File: src/design/tslik_pkg.sv
// shared constants, types and tables of the two-servo leg solver
package tslik_pkg;

    localparam int CORDIC_STEPS = 16;
    localparam int TAB_LEN      = 24;
    localparam int SQRT_STEPS   = 32;
    localparam int CW           = 42;
    localparam int ZW           = 32;
    localparam int DEG          = 65536;
    localparam int N_STG        = 9 + SQRT_STEPS + 2 * CORDIC_STEPS;

    typedef logic signed [CW-1:0] t_cxy;
    typedef logic signed [ZW-1:0] t_ang;

    localparam t_ang ANG_45  = t_ang'(45 * DEG);
    localparam t_ang ANG_90  = t_ang'(90 * DEG);
    localparam t_ang ANG_135 = t_ang'(135 * DEG);
    localparam t_ang ANG_180 = t_ang'(180 * DEG);
    localparam t_ang ANG_360 = t_ang'(360 * DEG);

    localparam logic [29:0] GAIN_Q30 = 30'd652032874;

    // arctangent of 2^-i in 1/65536 degree
    localparam logic [22:0] ATAN_TAB [0:TAB_LEN-1] = '{
        23'd2949120, 23'd1740967, 23'd919879, 23'd466945, 23'd234379, 23'd117304,
        23'd58666,   23'd29335,   23'd14668,  23'd7334,   23'd3667,   23'd1833,
        23'd917,     23'd458,     23'd229,    23'd115,    23'd57,     23'd29,
        23'd14,      23'd7,       23'd4,      23'd2,      23'd1,      23'd0
    };

    localparam logic [2:0] REG_A1 = 3'd0;
    localparam logic [2:0] REG_A2 = 3'd1;
    localparam logic [2:0] REG_B1 = 3'd2;
    localparam logic [2:0] REG_B2 = 3'd3;
    localparam logic [2:0] REG_BX = 3'd4;
    localparam logic [2:0] REG_BY = 3'd5;

    typedef struct packed {
        logic signed [22:0] n1;
        logic signed [22:0] n2;
        logic signed [22:0] n3;
        logic signed [10:0] x;
        logic signed [10:0] y;
        logic               fault;
    } t_sb_sqrt;

    typedef struct packed {
        t_cxy x;
        t_cxy y;
        t_ang z;
    } t_vin;

    typedef struct packed {
        t_ang ang;
        logic neg;
    } t_norm;

    typedef struct packed {
        logic signed [13:0] hip_o;
        logic signed [13:0] knee_o;
        logic               neg_h;
        logic               neg_k;
        logic               fault;
    } t_sb_rot;

endpackage

File: src/design/tslik_isqrt.sv
// pipelined integer square root, one result bit per stage
module tslik_isqrt import tslik_pkg::*; (
    input  logic        i_clk,
    input  logic        i_en,
    input  logic [63:0] i_rad,
    output logic [SQRT_STEPS-1:0] o_root
);

    logic [63:0] r_v [0:SQRT_STEPS-2];
    logic [63:0] r_r [0:SQRT_STEPS-1];

    for (genvar k = 0; k < SQRT_STEPS; k++) begin : g_stage
        localparam logic [63:0] BIT = 64'd1 << (2 * (SQRT_STEPS - 1 - k));
        logic [63:0] w_vi;
        logic [63:0] w_ri;
        logic [63:0] w_t;
        logic        w_ge;

        if (k == 0) begin : g_first
            assign w_vi = i_rad;
            assign w_ri = '0;
        end else begin : g_next
            assign w_vi = r_v[k-1];
            assign w_ri = r_r[k-1];
        end

        assign w_t  = w_ri + BIT;
        assign w_ge = (w_vi >= w_t);

        always_ff @(posedge i_clk) begin
            if (i_en) begin
                r_r[k] <= w_ge ? ((w_ri >> 1) + BIT) : (w_ri >> 1);
            end
        end

        if (k < SQRT_STEPS - 1) begin : g_rem
            always_ff @(posedge i_clk) begin
                if (i_en) begin
                    r_v[k] <= w_ge ? (w_vi - w_t) : w_vi;
                end
            end
        end
    end

    assign o_root = r_r[SQRT_STEPS-1][SQRT_STEPS-1:0];

endmodule

File: config.mk
export PLATFORM = sky130hd
export DESIGN_NAME = tslik_isqrt
export DESIGN_NICKNAME = d
export VERILOG_FILES = /design/src/design/tslik_pkg.sv /design/src/design/tslik_isqrt.sv
export SDC_FILE = /design/constraint.sdc
export NUM_CORES = 2
export LEC_CHECK = 0
export BUFFER_PORTS_ARGS = -buffer_cell sky130_fd_sc_hd__buf_2
export CAP_MARGIN = 10
export CORE_MARGIN = 2
export CORE_UTILIZATION = 39
export DETAILED_ROUTE_END_ITERATION = 8
export GPL_TIMING_DRIVEN = 0
export PLACE_DENSITY_LB_ADDON = 0.25
export SLEW_MARGIN = 25
export SYNTH_ARGS = -nofsm -noshare
export SYNTH_HDL_FRONTEND = slang
export SYNTH_SLANG_ARGS = --single-unit
File: constraint.sdc
create_clock -name i_clk -period 4.5 [get_ports i_clk]
set_clock_uncertainty 0.15 [all_clocks]
set_input_delay 0.45 -clock i_clk [delete_from_list [all_inputs] [get_ports i_clk]]
set_output_delay 0.45 -clock i_clk [all_outputs]
set_load 0.02 [all_outputs]
* Yosys cells after proc, flatten, opt, wreduce, memory -nomap -nowiden *
Memories as Yosys holds them, arrays and structs flattened.
Index checks and enable logic that the tools add are counted.
W data, S select, Z words.

storage, ports and cells
  word-level logic and storage cells = 192
  bits of input ports = 66
  flip-flop bits (word level) = 0
  output and inout port bits = 32
  bits in writable memories = 4032
  memories kept = 2

operators by class
  magnitude comparators = 32
  $add $sub $neg = 93
  mux-type cells = 65

memories
  memory  words  width  read ports  clocked after Yosys merged registers in  write ports  line               source
  r_r     32     64     32          0                                        32           tslik_isqrt.sv:10  logic [63:0] r_r [0:SQRT_STEPS-1];
  r_v     31     64     31          0                                        31           tslik_isqrt.sv:9   logic [63:0] r_v [0:SQRT_STEPS-2];

operators by type and width
  operator                  number
  $mux W64                  62
  $ge A64 B64 Y1            31
  $sub A64 B64 Y64          30
  $add A63 B1 Y64 const B   1
  $add A63 B11 Y64 const B  1
  $add A63 B13 Y64 const B  1
  $add A63 B15 Y64 const B  1
  $add A63 B17 Y64 const B  1
  $add A63 B19 Y64 const B  1
  $add A63 B21 Y64 const B  1
  $add A63 B23 Y64 const B  1
  $add A63 B25 Y64 const B  1
  $add A63 B27 Y64 const B  1
  $add A63 B29 Y64 const B  1
  $add A63 B3 Y64 const B   1
  $add A63 B31 Y64 const B  1
  $add A63 B33 Y64 const B  1
  $add A63 B35 Y64 const B  1
  $add A63 B37 Y64 const B  1
  $add A63 B39 Y64 const B  1
  $add A63 B41 Y64 const B  1
  $add A63 B43 Y64 const B  1
  $add A63 B45 Y64 const B  1
  $add A63 B47 Y64 const B  1
  other kinds (45)          46

* Depth between registers and ports, before layout *
An unclocked memory read counts as a cell.

  depth in word-level cells = 4
  gate-level depth with buffers = 16
  mapped depth without buffers = 12

* Least setup slack after synthesis *
OpenSTA, ideal clock, no wires.

  path type = flip-flop to flip-flop
  from = memory r_v[25][13] (netlist: r_v[1][589])
  to = memory r_v[26][12] (netlist: r_v[1][652]), data pin
  arrival time = 3164 ps
  period minus slack after synthesis = 3584 ps
  buffers on the path = 3
  path slack = 916 ps
  stages on the path, launching flop included = 13
  library setup time = 270 ps
  required time = 4080 ps
  cells stage by stage = edfxtp_1 ha_1 or4b_2 nor4b_1 nand4_1 o211a_1 and2_1 and2_1 clkbuf_1 inv_1 clkbuf_1 clkbuf_1 a21oi_1

RTL lines
  item                line
  start: declaration  tslik_isqrt.sv:9

==> flow_summary.json <==
{
  "critical_path_class": "register to register",
  "die_h_microns": 561.4,
  "dpl.hpwl_mm": 260.0,
  "dp_cells": 13970,
  "synth-compound-area-share_pct": 9.785,
  "routedWlPerCell_microns": 23.04,
  "vias": 78779,
  "cpLargestDelayFamily": "simple AND/OR/NAND/NOR gates",
  "clock_tree.buffer_depth": 4,
  "slew_violations": 0,
  "final_area_sq_um": 137700,
  "regArea_sq_um": 75430,
  "tritoncts": "built",
  "path_buf_inv": 2,
  "synth_top_family_by_area": "simple AND/OR/NAND/NOR gates",
  "first_pass_iters": 6,
  "ys_types": 91,
  "tightest_slew_ns": 1.099,
  "fillers": 27966,
  "syn2layout_area_growth_pct": 13.65,
  "ys_top_cells_by_count": "edfxtp_1, inv_1, nor2_1",
  "synthMuxAreaShare_pct": 0.6165,
  "synth-xor-area-share_pct": 6.397,
  "cts_sinks": 2512,
  "final_cells": 14527,
  "core_area_sq_um": 309100,
  "root_buffer": "clkbuf_16",
  "clk_pin_slew_worst_paths_ns": 0.06,
  "place_area_sq_um": 127400,
  "synth_top_area_share_pct": 62.26,
  "syn_inst": 9731,
  "ir_worst_vdd_mv": 0.3333,
  "synth-main-ff-cell": "edfxtp_1",
  "rows": 204,
  "syn_nets": 10355,
  "initial_core_util_pct": 39.20,
  "drive_above_1_share_pct": 7.459,
  "grt_first_pass_wirelength_mm": 494.5,
  "drv_cap": 0,
  "route.met2.wl_mm": 179.6,
  "cellPowerDensity_nw_per_um2": 517.6,
  "synth.avg_cell_area_sq_um": 12.45,
  "async_flop_share_pct": 0,
  "p_total_mw": 71.27,
  "required_ns": 4.88,
  "regToRegStartpoint": "r_v[1][372]$_DFFE_PP_",
  "yosysWarnings": 0,
  "drt-met1-wl_mm": 125.3,
  "final.setup.tns_ns": 0,
  "ys_seq_area_share_pct": 62.26,
  "hold_path_depth": 2,
  "die_area_sq_um": 315100,
  "arrival_ns": 4.75,
  "cellLeakagePower_nw": 51.26,
  "finalCritPeriodShare_pct": 97.05,
  "drc": 0,
  "synthTopCellsByArea": "edfxtp_1, ha_1, xnor2_1",
  "hold_viol_final": 0,
  "r2r_slack_ns": 0.13,
  "hp-start": "i_rad[55]",
  "ant_nets": 0,
  "fmax_ghz": 0.2290,
  "synth_most_common_cell": "edfxtp_1",
  "critPathMaxStageDelay_ns": 0.58,
  "routed-wl-met3_mm": 11.03,
  "synth_fa_ha_area_share_pct": 5.762,
  "cp-start-kind": "register",
  "worstPathCellList": "or3_1 > or3_1 > or4_1 > or4_1 > a211oi_1 > o21ai_1 > clkbuf_2 > buf_1 > a21oi_2",
  "slew_headroom_pct": 26.15,
  "yosys.area_share.simple_pct": 12.30,
  "gp_congestion": 0.9147,
  "multiInputGateArea_sq_um": 42660,
  "htree_levels": 5,
  "worstRegToRegCells": 9,
  "min_to": "r_v[0][55]$_DFFE_PP_",
  "port-buffer-count": 97,
  "fin_nets": 10818,
  "status": "complete, no violations",
  "grt_pass1_vias": 78639,
  "numCtsBuffers": 277,
  "wl_mm": 334.7,
  "grt_util_all_layers_pct": 20.73,
  "grt_max_degree": 148,
  "die_w_microns": 561.4,
  "cp_max_fo": 10,
  "rsz0062_at_grt": "true",
  "period_needed_ns": 4.367,
  "antenna_found_initial": 10,
  "vias_per_cell": 5.423,
  "worstSkewPairLatency_ns": 0.88,
  "end_kind": "register",
  "yosysTopAreaCell": "edfxtp_1",
  "drt-initial-drc-count": 6483,
  "synth_enable_flop_cells": 2512,
  "synth_area_sq_um": 121200,
  "crit-reg2reg-capture": "r_v[1][423]$_DFFE_PP_",
  "holdCritPathClass": "input port to register",
  "dr.max_layer_used": "met5",
  "worst_path_max_delay_cell": "a21oi_2",
  "grt-ovfl-total": 0,
  "io_pins": 98,
  "ys_ff_latch": 2512,
  "setup_violations": 0
}
==> cell usage in the layout, fill, tap and decap left out, drive strengths merged, types with 153 or more instances in the layout <==
master	synthesis	layout
edfxtp	2512	2512
inv	722	738
nor2	650	650
a21oi	629	629
nand2	616	616
ha	558	558
xnor2	491	491
clkbuf	157	476
o21ai	458	458
xor2	394	394
nor4	312	312
nor3	296	296
a21o	251	251
nand3	170	170
nand4	160	160
buf	34	153
==> layout make-up <==
cell class | count | share of cell area, %
diodes | 4 | 0.007269
plain buffers | 189 | 0.5797
clock buffers | 320 | 5.259
clock inverters | 168 | 1.421
inverters | 723 | 1.971
multi-input cells | 6305 | 30.98
flip-flops and latches | 2512 | 54.78
well taps | 4120 | 3.744
repair buffers | 186 | 1.256
==> state kept, by name, summed over array words and instances, names as in the netlist <==
register	cells
r_r	528
r_v	1984
==> worst max path at each step <==
stage	from	endpoint	depth (start not counted)
after floorplan	r_v[1][589]$_DFFE_PP_	r_v[1][652]$_DFFE_PP_	12
after global placement	i_en	r_v[1][956]$_DFFE_PP_	1
after detailed placement	r_v[1][589]$_DFFE_PP_	r_v[1][672]$_DFFE_PP_	12
after CTS	r_v[1][372]$_DFFE_PP_	r_v[1][423]$_DFFE_PP_	9
after global routing	r_r[5][84]$_DFFE_PP_	r_v[1][443]$_DFFE_PP_	11
final	r_v[1][372]$_DFFE_PP_	r_v[1][423]$_DFFE_PP_	9
==> metal layers <==
| metal | up-vias | GRT usage, % |
|---|---|---|
| met5 | - | 0 |
| met4 | 4 | 10.39 |
| met3 | 642 | 2.128 |
| met2 | 1988 | 39.34 |
| met1 | 38787 | 22.81 |
| li1 | 37358 | - |
==> power breakdown <==
group          switching, mW  internal (mW)  leakage (nW)
Clock                   9.26           13.8          4.48
Combinational           9.50           6.10          22.6
Sequential              2.78           29.8          24.2
==> logic make-up (layout without fill, tap and decap cells) <==
family	Yosys count	after routing
flip-flops	2512	2512
other	0	4
AND/OR/NAND/NOR	2884	2884
XOR/XNOR	885	885
adder cells (fa/ha/maj)	558	558
buffers and inverters	914	1586
AO/OA/AOI/OAI	1911	1911
multiplexers	67	67
==> repair_timing <==
item | CTS | global route
hold endpoints to repair | 88 | 0
hold buffers | 66 | 0
pin swaps | 1 | 0
setup buffers | 1 | 0
endpoints found under the setup margin | 183 | 202
gates resized for setup | 36 | 69
==> through the flow <==
step	hold slack (ns)	utilization, %	setup WS (ns)
after detailed placement	0.2838	41.22	-1.002
after CTS	0.04892	44.47	-0.2047
after global routing	0.08826	44.55	-0.1107
final	0.1230	44.55	0.1328
after floorplan	0.2666	-	0.9158
after global placement	0.2832	41.02	-36.35
(Power assumes the default switching activity.)
